File: src/rtl/fixed_capacity_sequence_list_assert.svh
// Assertion macros for the fixed capacity sequence list.
// Included by the top level; needs nothing but the clock and reset named at each use.
`ifndef FIXED_CAPACITY_SEQUENCE_LIST_ASSERT_SVH
`define FIXED_CAPACITY_SEQUENCE_LIST_ASSERT_SVH

// Consequent must hold in the same cycle as the antecedent.
`define FCSL_ASSERT_IMPL(name, clk, rst_n, ante, cons, msg) \
	name: assert property (@(posedge clk) disable iff (!rst_n) (ante) |-> (cons)) \
		else $error(msg);

// Condition must never be seen at a clock edge.
`define FCSL_ASSERT_NEVER(name, clk, rst_n, cond, msg) \
	name: assert property (@(posedge clk) disable iff (!rst_n) !(cond)) \
		else $error(msg);

`endif

File: src/rtl/flist_ram.sv
// Generic single-write, single-read synchronous RAM with registered read data.
// Read data holds its value in cycles without a read. No dependencies.
`default_nettype none

module flist_ram #(
	parameter int DEPTH = 32,
	parameter int WIDTH = 8
) (
	input  wire logic                     clk,
	input  wire logic                     we,
	input  wire logic [$clog2(DEPTH)-1:0] waddr,
	input  wire logic [WIDTH-1:0]         wdata,
	input  wire logic                     re,
	input  wire logic [$clog2(DEPTH)-1:0] raddr,
	output logic      [WIDTH-1:0]         rdata
);

	logic [WIDTH-1:0] mem [DEPTH];

	always_ff @(posedge clk) begin
		if (we) begin
			mem[waddr] <= wdata;
		end
	end

	always_ff @(posedge clk) begin
		if (re) begin
			rdata <= mem[raddr];
		end
	end

endmodule

`default_nettype wire

File: config.mk
export PLATFORM = sky130hd
export DESIGN_NAME = flist_ram
export DESIGN_NICKNAME = d
export VERILOG_FILES = /design/src/rtl/fixed_capacity_sequence_list_assert.svh /design/src/rtl/flist_ram.sv
export SDC_FILE = /design/constraint.sdc
export NUM_CORES = 1
export LEC_CHECK = 0
export BUFFER_PORTS_ARGS = -buffer_cell sky130_fd_sc_hd__buf_2
export CAP_MARGIN = 30
export CORE_MARGIN = 5
export CORE_UTILIZATION = 50
export CTS_BUF_LIST = sky130_fd_sc_hd__clkbuf_4 sky130_fd_sc_hd__clkbuf_8 sky130_fd_sc_hd__clkbuf_16
export DETAILED_ROUTE_END_ITERATION = 8
export GPL_ROUTABILITY_DRIVEN = 0
export GPL_TIMING_DRIVEN = 0
export PLACE_DENSITY = 0.66
export RECOVER_POWER = 25
export SETUP_SLACK_MARGIN = 0.4
export SLEW_MARGIN = 20
export SYNTH_ARGS = -nofsm -noshare
export SYNTH_HDL_FRONTEND = slang
export SYNTH_SLANG_ARGS = --single-unit
File: constraint.sdc
create_clock -name clk -period 4.3 [get_ports clk]
set_clock_uncertainty 0.05 [all_clocks]
set_input_delay 0.215 -clock clk [delete_from_list [all_inputs] [get_ports clk]]
set_output_delay 0.215 -clock clk [all_outputs]
set_load 0.02 [all_outputs]
### Word-level counts from Yosys, hierarchy flattened

Memories as Yosys holds them, arrays and structs flattened. A register that Yosys moved wholly into a read port is not among the register bits.
Index checks and enable logic that the tools add are counted.

| operators by class | value |
|---|---|
| muxes and demuxes | 2 |

Operators with widths:

| cell | count |
|---|---|
| $mux 1 | 2 |

| word-level totals | value |
|---|---|
| output and inout port bits | 8 |
| memories kept | 1 |
| RAM bits | 256 |
| bits in registers | 0 |

Memories:

| memory | depth | bits a word | rd ports | clocked after memory_dff | wr ports | RTL line | RTL |
|---|---|---|---|---|---|---|---|
| mem | 32 | 8 | 1 | 1 | 1 | flist_ram.sv:18 | `logic [WIDTH-1:0] mem [DEPTH];` |

### Depth between registers and ports, before layout

Gate-level depths: netlist (run 1).

| logic depth | value |
|---|---|
| word-level depth | 2 |
| gate-level depth with buffers | 5 |
| depth with buffers taken out | 3 |

### Worst setup path before layout (run 1)

Ideal clock, no wire load.

| timing | value |
|---|---|
| kind | input to register |
| start | in raddr[2] |
| end | reg rdata[0], read port of mem, data pin |
| cell stages on the path | 5 |
| path slack | 2,093 ps |
| arrival time | 1,897 ps |
| setup time | 260 ps |
| required time | 3,990 ps |
| cells stage by stage | clkbuf_1 -> clkbuf_1 -> mux4_2 -> mux4_2 -> mux2_2 |

RTL lines:

| item | RTL line | RTL |
|---|---|---|
| start: declaration | flist_ram.sv:14 | `input wire logic [$clog2(DEPTH)-1:0] raddr,` |
| end: declaration | flist_ram.sv:15 | `output logic [WIDTH-1:0] rdata` |

==> summary.md, run 1 <==
| Metric | Value |
|---|---|
| Antenna cells | `0` |
| Leak Pwr | `3.53 nW` |
| PwrDens | `474 nW/µm²` |
| Number of global-route vias before repair | `4,684` |
| FP Rows | `52` |
| Final Hold Vio Count | `0` |
| Port Buffers | `23` |
| Total Neg Setup Slack | `0 ns` |
| Register area share after synthesis | `0.782` |
| Max Cap Viol | `0` |
| Initial Utilization | `0.504` |
| Remaining DRCs | `0` |
| Synth top area cells | `edfxtp_1 78%, mux4_2 18%, nor2_1 1.2%, mux2_2 0.89%, buf_4 0.44%` |
| Slew of the pin with the lowest slew margin | `1.47 ns` |
| I/O Pins | `29` |
| Synthesis-to-finish area growth | `13.2%` |
| Tcrit/Tclk final | `0.561` |
| Maximum level of the CTS H-tree | `1` |
| Cell taking the most area after synthesis | `edfxtp_1` |
| Final wirelength | `19.6 mm` |
| Setup crit end kind | `flip-flop` |
| Clock sink count | `264` |
| Initial antenna violation count | `0` |
| Iteration count of the initial detailed-routing pass | `5` |
| Core Region | `20,100 µm²` |
| Die ar. | `23,200 µm²` |
| Syn avg cell area | `24.3 µm²` |
| Per-cell routed wire length | `25.9 µm` |
| Routed Antenna Nets | `0` |
| Post_cts resized | `0` |
| Required time of the critical path | `4.52 ns` |
| Post-synthesis cell count | `417` |
| Outcome | `completed` |
| Post-Syn Area | `10,100 µm²` |
| Largest net degree at the start of global routing | `33` |
| Post-synth cell types | `14` |
| GRT Resource Usage Total | `0.173` |
| Clk root buf | `clkbuf_16` |
| Layout Nets | `490` |
| Setup slack on the worst flop-to-flop path | `2.27 ns` |
| Minimum clock period | `2.41 ns` |
| CP arrival | `2.64 ns` |
| Crit path kind | `in2reg` |
| Max VDD drop | `0.000325 V` |
| Via density | `5.81` |
| Setup violations, final | `0` |
| TritonCTS buffer count | `26` |
| HP Class | `in2reg` |
| Slew margin rel. | `0.0218` |
| Clock Path Buffers | `3` |
| Yosys top cell area share | `0.782` |
| Fin. max-slew vios | `0` |
| CTS tree | `done` |
| Clock slew seen by the registers of the worst setup and hold paths | `0.06 ns` |
| Clock Latency Late Sink | `0.53 ns` |
| Die H | `152 µm` |
| Setup Buffers After CTS | `0` |
| CP Max Fanout | `10` |
| Total number of vias | `4,410` |
| Synth warn | `0` |
| Type of origin of the critical path | `primary input` |
| RSZ-0062 raised after global routing | `false` |
| # fillers | `1,438` |
| DR iter-0 viols | `303` |
| Hpwl dp | `12.9 mm` |
| Layout cell share with drive strength beyond 1 | `0.327` |
| First-pass GRT wire length | `30.0 mm` |
| Max frequency | `414 MHz` |
| Syn nets | `438` |
| Gr ovfl total | `0` |
| Chip width | `152 µm` |
| Seq cells post-synth | `264` |
| Final Hold Slack | `0.225 ns` |
[metrics by stage]
step	power, mW	cells	setup WS [ns]	util	area (µm²)
2_1_floorplan	3.10	417	2.09	-	10100
3_3_place_gp	3.20	710	1.37	0.527	10600
3_5_place_dp	3.21	710	1.34	0.527	10600
4_1_cts	5.47	759	1.87	0.571	11500
5_1_grt	5.61	759	1.82	0.570	11500
6_report	5.44	759	1.89	0.570	11500
[state kept, by name (all words and copies together), names as in the netlist]
register,flops
mem,256
rdata,8
[where the power goes]
part	total (mW)	internal (mW)	switching [mW]	leakage [nW]
logic	0.274	0.114	0.160	0.724
registers	2.88	2.87	0.00799	2.38
clock network	2.28	1.36	0.925	0.425
total	5.44	4.34	1.09	3.53
[what timing repair did]
action	CTS	global route
endpoints found under the setup margin	0	0
hold endpoints to repair	8	0
hold buffers	1	0
[per-layer routing]
layer,track usage,vias to the layer above,share of wire
li1,-,1891,-
met1,0.255,2324,0.43
met2,0.278,161,0.48
met3,0.0290,34,0.066
met4,0.0381,0,0.017
met5,0,-,0
[worst max-delay path, stage by stage]
cell and delay (ns):
clkbuf_1 0.43, buf_1 0.70, mux4_2 0.45, mux4_2 0.53
mux2_2 0.31
[placed cells by master (no fill, tap or decap), types with 4 or more instances in the layout]
cell type and n:
clkinv_1 4, clkbuf_4 4, clkinvlp_4 4, clkbuf_16 27, edfxtp_1 264, clkbuf_1 12, buf_2 18, buf_4 6
mux2_2 8, buf_1 6, nor2_1 33, nand3b_1 5, mux4_2 80, clkinv_2 4
[cells in the mapped netlist]
cell	n
buf_1	6
buf_2	1
buf_4	6
buf_6	1
clkbuf_1	6
edfxtp_1	264
mux2_2	8
mux4_2	80
nand2_1	1
nand3_1	2
nand3b_1	5
nor2_1	33
or3_1	1
or3b_2	3
[final timing paths]
check	start	end	depth (start not counted)
worst max-delay path	raddr[2]	rdata[4]	5
worst min-delay path	wdata[1]	mem[4][1]	1
worst max register to register	mem[28][4]	rdata[4]	3
worst min register to register	mem[7][1]	rdata[1]	3
[kinds of logic after synthesis]
| kind of cell | synth area share |
|---|---|
| AND/OR/NAND/NOR | 0.0205 |
| flip-flops | 0.782 |
| multiplexers | 0.187 |
| buffers and inverters | 0.0105 |
[cell type report]
class                   instances  area (µm²)  share of cell area
plain buffers                  20         106             0.00927
well taps                     270         338              0.0295
flip-flops and latches        264        7930               0.691
clock inverters                17         173              0.0151
clock buffers                  31         706              0.0615
repair buffers                 24         118              0.0103
multi-input cells             133        2100               0.183
No activity file was read; power rests on OpenSTA's default activity.
==> run 2: changes to the inputs <==
==> constraint.sdc (replaced) <==
create_clock -name clk -period 2.3 [get_ports clk]
set_clock_uncertainty 0.05 [all_clocks]
set_input_delay 0.115 -clock clk [delete_from_list [all_inputs] [get_ports clk]]
set_output_delay 0.115 -clock clk [all_outputs]
set_load 0.02 [all_outputs]
==> summary.md, run 2 (synthesized netlist as in run 1, its figures left out) <==
| Metric | Value |
|---|---|
| Maximum level of the CTS H-tree | `1` |
| Total Neg Setup Slack | `0 ns` |
| # fillers | `1,434` |
| First-pass GRT wire length | `29.3 mm` |
| Max frequency | `493 MHz` |
| Tcrit/Tclk final | `0.881` |
| Total chip power | `10.2 mW` |
| Leak Pwr | `3.61 nW` |
| Clock sink count | `264` |
| Final Hold Vio Count | `0` |
| Clock Latency Late Sink | `0.53 ns` |
| CP arrival | `2.25 ns` |
| Initial antenna violation count | `0` |
| Largest net degree at the start of global routing | `33` |
| Required time of the critical path | `2.52 ns` |
| Clk root buf | `clkbuf_16` |
| Clock slew seen by the registers of the worst setup and hold paths | `0.06 ns` |
| Initial Utilization | `0.504` |
| Slew margin rel. | `0.00765` |
| Most frequent cells in the layout | `264 x edfxtp_1, 80 x mux4_2, 33 x nor2_1, 25 x clkbuf_16, 20 x buf_2` |
| Max VDD drop | `0.000517 V` |
| Hpwl dp | `12.5 mm` |
| Remaining DRCs | `0` |
| DR iter-0 viols | `328` |
| TritonCTS buffer count | `25` |
| Outcome | `finished, violations left` |
| Total number of vias | `4,411` |
| Violated checks | `max-capacitance violations` |
| HP Class | `in2reg` |
| Chip width | `152 µm` |
| RSZ-0062 raised after global routing | `true` |
| I/O Pins | `29` |
| Type of origin of the critical path | `flip-flop` |
| Crit path kind | `reg2reg` |
| Biggest register | `mem` |
| Routed Antenna Nets | `0` |
| Per-cell routed wire length | `25.2 µm` |
| Core Region | `20,100 µm²` |
| Setup Buffers After CTS | `0` |
| Top Registers | `mem x256, rdata x8` |
| Layout Nets | `489` |
| Area of the multi-input gates | `2110 µm²` |
| Setup crit end kind | `flip-flop` |
| Layout cell share with drive strength beyond 1 | `0.345` |
| Port Buffers | `23` |
| Finished Cell Area | `11,600 µm²` |
| Via density | `5.83` |
| Number of global-route vias before repair | `4,644` |
| Die H | `152 µm` |
| Register area | `7930 µm²` |
| Fin. max-slew vios | `0` |
| Antenna cells | `0` |
| Max Cap Viol | `1` |
| CP Max Fanout | `1` |
| Final Util | `0.576` |
| Synthesis-to-finish area growth | `14.2%` |
| Minimum clock period | `2.03 ns` |
| Commonest non-fill, non-tap cell in the layout | `edfxtp_1` |
| GRT Resource Usage Total | `0.169` |
| Setup violations, final | `0` |
| Largest register FFs | `256` |
| DP Area | `10,700 µm²` |
| Final wirelength | `19.1 mm` |
| Gr ovfl total | `0` |
| Iteration count of the initial detailed-routing pass | `4` |
| Final Hold Slack | `0.106 ns` |
| Slew of the pin with the lowest slew margin | `1.49 ns` |
| FP Rows | `52` |
| PwrDens | `882 nW/µm²` |
| Die ar. | `23,200 µm²` |
| Clock Path Buffers | `3` |
| CTS tree | `done` |
==> run 2: cell type report <==
cell class | instances | share of cell area
plain buffers | 20 | 0.0184
clock buffers | 27 | 0.0553
well taps | 270 | 0.0292
flip-flops and latches | 264 | 0.685
multi-input cells | 133 | 0.182
clock inverters | 19 | 0.0199
repair buffers | 24 | 0.0102
==> run 2: metal layers <==
| metal | wire (µm) | track usage | part of all wire | vias to the layer above |
|---|---|---|---|---|
| met1 | 8090 | 0.253 | 0.42 | 2314 |
| met3 | 1410 | 0.0284 | 0.074 | 35 |
| met2 | 9000 | 0.258 | 0.47 | 169 |
| li1 | - | - | - | 1893 |
| met4 | 603 | 0.0535 | 0.032 | 0 |
| met5 | 0 | 0 | 0 | - |
==> run 2: what timing repair did <==
item                                   in CTS  in global routing
gates resized for setup                     1                  2
hold buffers                                1                  0
endpoints found under the hold margin       8                  0
setup endpoints to repair                   8                  8
==> run 2: final timing paths <==
path	startpoint	endpoint	slack [ns]	cells after the start
max	mem[31][0]	rdata[0]	0.27	3
min	wdata[2]	mem[0][2]	0.11	1
max reg2reg	mem[31][0]	rdata[0]	0.27	3
min reg2reg	mem[3][3]	rdata[3]	0.96	3
==> run 2: worst max-delay path: stages, from the launching register on <==
cell,delay [ns]
edfxtp_1,0.37
mux4_2,0.51
mux4_2,0.56
mux2_2,0.31
==> run 2: power breakdown <==
group / leakage, nW / switching (mW) / total, mW / internal (mW)
registers: 2.38 / 0.0143 / 5.39 / 5.37
clock network: 0.431 / 1.70 / 4.29 / 2.58
logic: 0.794 / 0.300 / 0.537 / 0.237
==> run 2: metrics by stage <==
stage               std cells  setup WS (ns)
global placement          710         0.0546
detailed placement        710         0.0356
floorplan                 417          0.399
global route              757          0.259
finish                    757          0.273
CTS                       757          0.274
==> run 3: changes to the inputs <==
==> constraint.sdc (replaced) <==
create_clock -name clk -period 2.3 [get_ports clk]
set_clock_uncertainty 0.05 [all_clocks]
set_input_delay 0.69 -clock clk [delete_from_list [all_inputs] [get_ports clk]]
set_output_delay 0.69 -clock clk [all_outputs]
set_load 0.02 [all_outputs]
==> summary.md, run 3 (synthesized netlist as in run 1, its figures left out) <==
| Metric | Value |
|---|---|
| Outcome | `finished, violations left` |
| Violated checks | `max-capacitance violations, max-slew violations` |
| Layout Nets | `506` |
| Iteration count of the initial detailed-routing pass | `5` |
| RSZ-0062 raised after global routing | `true` |
| # fillers | `1,403` |
| FP Rows | `52` |
| TritonCTS buffer count | `26` |
| Die H | `152 µm` |
| Clock Latency Late Sink | `0.53 ns` |
| Final Hold Vio Count | `0` |
| First-pass GRT wire length | `30.7 mm` |
| Initial antenna violation count | `0` |
| CTS tree | `done` |
| Sequential power share | `0.545` |
| Max Cap Viol | `3` |
| DP Area | `10,800 µm²` |
| Initial Utilization | `0.504` |
| Comb pwr share | `0.064` |
| GRT Resource Usage Total | `0.178` |
| Largest net degree at the start of global routing | `33` |
| Required time of the critical path | `2.53 ns` |
| Final Hold Slack | `0.556 ns` |
| I/O Pins | `29` |
| Largest register FFs | `256` |
| HP Class | `in2reg` |
| Remaining DRCs | `0` |
| Pint | `7.84 mW` |
| Finished Cell Area | `12,000 µm²` |
| Biggest register | `mem` |
| Fin. max-slew vios | `33` |
| Crit path kind | `in2reg` |
| Setup slack on the worst flop-to-flop path | `0.28 ns` |
| Tcrit/Tclk final | `0.920` |
| Hpwl dp | `12.6 mm` |
| Register area | `7930 µm²` |
| Setup violations, final | `0` |
| Net Sw Power | `2.04 mW` |
| Per-cell routed wire length | `26.5 µm` |
| Layout cell share with drive strength beyond 1 | `0.412` |
| Clock sink count | `264` |
| Leak Pwr | `3.74 nW` |
| Clk root buf | `clkbuf_16` |
| Clock power frac | `0.391` |
| Core Region | `20,100 µm²` |
| PwrDens | `825 nW/µm²` |
| Top Registers | `mem x256, rdata x8` |
| Gr ovfl total | `0` |
| Die ar. | `23,200 µm²` |
| Chip width | `152 µm` |
| Total number of vias | `4,496` |
| CP Max Fanout | `5` |
| Minimum clock period | `2.12 ns` |
| Max VDD drop | `0.000511 V` |
| Commonest non-fill, non-tap cell in the layout | `edfxtp_1` |
| Clock slew seen by the registers of the worst setup and hold paths | `0.06 ns` |
| CP arrival | `2.34 ns` |
| Synthesis-to-finish area growth | `18.2%` |
| Type of origin of the critical path | `primary input` |
| Setup slack after layout | `0.183 ns` |
| Slew margin rel. | `-0.0238` |
| Port Buffers | `23` |
| Antenna cells | `0` |
| Area of the multi-input gates | `2260 µm²` |
| Number of global-route vias before repair | `4,749` |
| Slew of the pin with the lowest slew margin | `1.54 ns` |
| Max frequency | `472 MHz` |
| DR iter-0 viols | `376` |
| Clock Path Buffers | `3` |
| Worst slack, placed | `-0.545 ns` |
| Sw frac | `0.206` |
| Via density | `5.82` |
| # hold bufs at CTS | `0` |
| Maximum level of the CTS H-tree | `1` |
| Final wirelength | `20.5 mm` |
| Setup crit end kind | `flip-flop` |
| Most frequent cells in the layout | `264 x edfxtp_1, 80 x mux4_2, 27 x clkbuf_16, 17 x buf_2, 15 x nor2_4` |
| Routed Antenna Nets | `0` |
run 3: cell types whose count changed in the layout (fill, tap and decap cells not counted), sizes merged:
cell         change
clkinvlp         -2
buf             +15
dlygate4sd3      -1
inv              -1
bufinv           -5
clkinv           +1
clkbuf           +9
run 3: area by class of cell:
class                      count  area share
sequential                   264       0.662
clock inverter                12     0.00533
timing repair buffer          40      0.0325
multi-input combinational    133       0.189
tap                          270      0.0282
buffer                        20      0.0236
clock buffer                  34      0.0593
run 3: metal layers:
layer / up-vias / wire length [µm] / track usage
met2: 165 / 9740 / 0.272
met3: 28 / 1710 / 0.0420
li1: 1931 / - / -
met4: 0 / 368 / 0.0377
met5: - / 0 / 0
met1: 2372 / 8650 / 0.268
run 3: worst paths after layout:
| check | to | cells past startpoint | from |
|---|---|---|---|
| worst max-delay path | rdata[0] | 6 | raddr[0] |
| worst min-delay path | rdata[1] | 1 | re |
| worst max register to register | rdata[1] | 3 | mem[21][1] |
| worst min register to register | rdata[1] | 3 | mem[15][1] |
run 3: power by group through the flow:
stage	registers, mW	clock network [mW]	logic, mW
after floorplan	5.50	0	0.320
after global placement	5.48	0	0.538
after detailed placement	5.49	0	0.551
after CTS	5.39	3.90	0.628
after global routing	5.39	4.13	0.671
final	5.39	3.86	0.632
run 3: worst max-delay path: stages:
cell and delay, ns:
buf_16 0.12, buf_12 0.11, buf_16 0.11, mux4_2 0.52, mux4_2 0.51, mux2_4 0.27
run 3: metrics by stage:
stage	power (mW)	setup TNS, ns	util	instances
after global routing	10.2	0	0.596	773
after global placement	6.02	-14.84	0.537	710
after CTS	9.92	0	0.592	767
final	9.88	0	0.596	773
after floorplan	5.82	-1.41	-	417
after detailed placement	6.04	-18.14	0.537	710
run 3: repair_timing:
action / in CTS / in global routing
setup buffers: 4 / 6
pin swaps: 0 / 0
gates cloned: 7 / 0
resized for setup: 30 / 9
endpoints found under the setup margin: 56 / 77
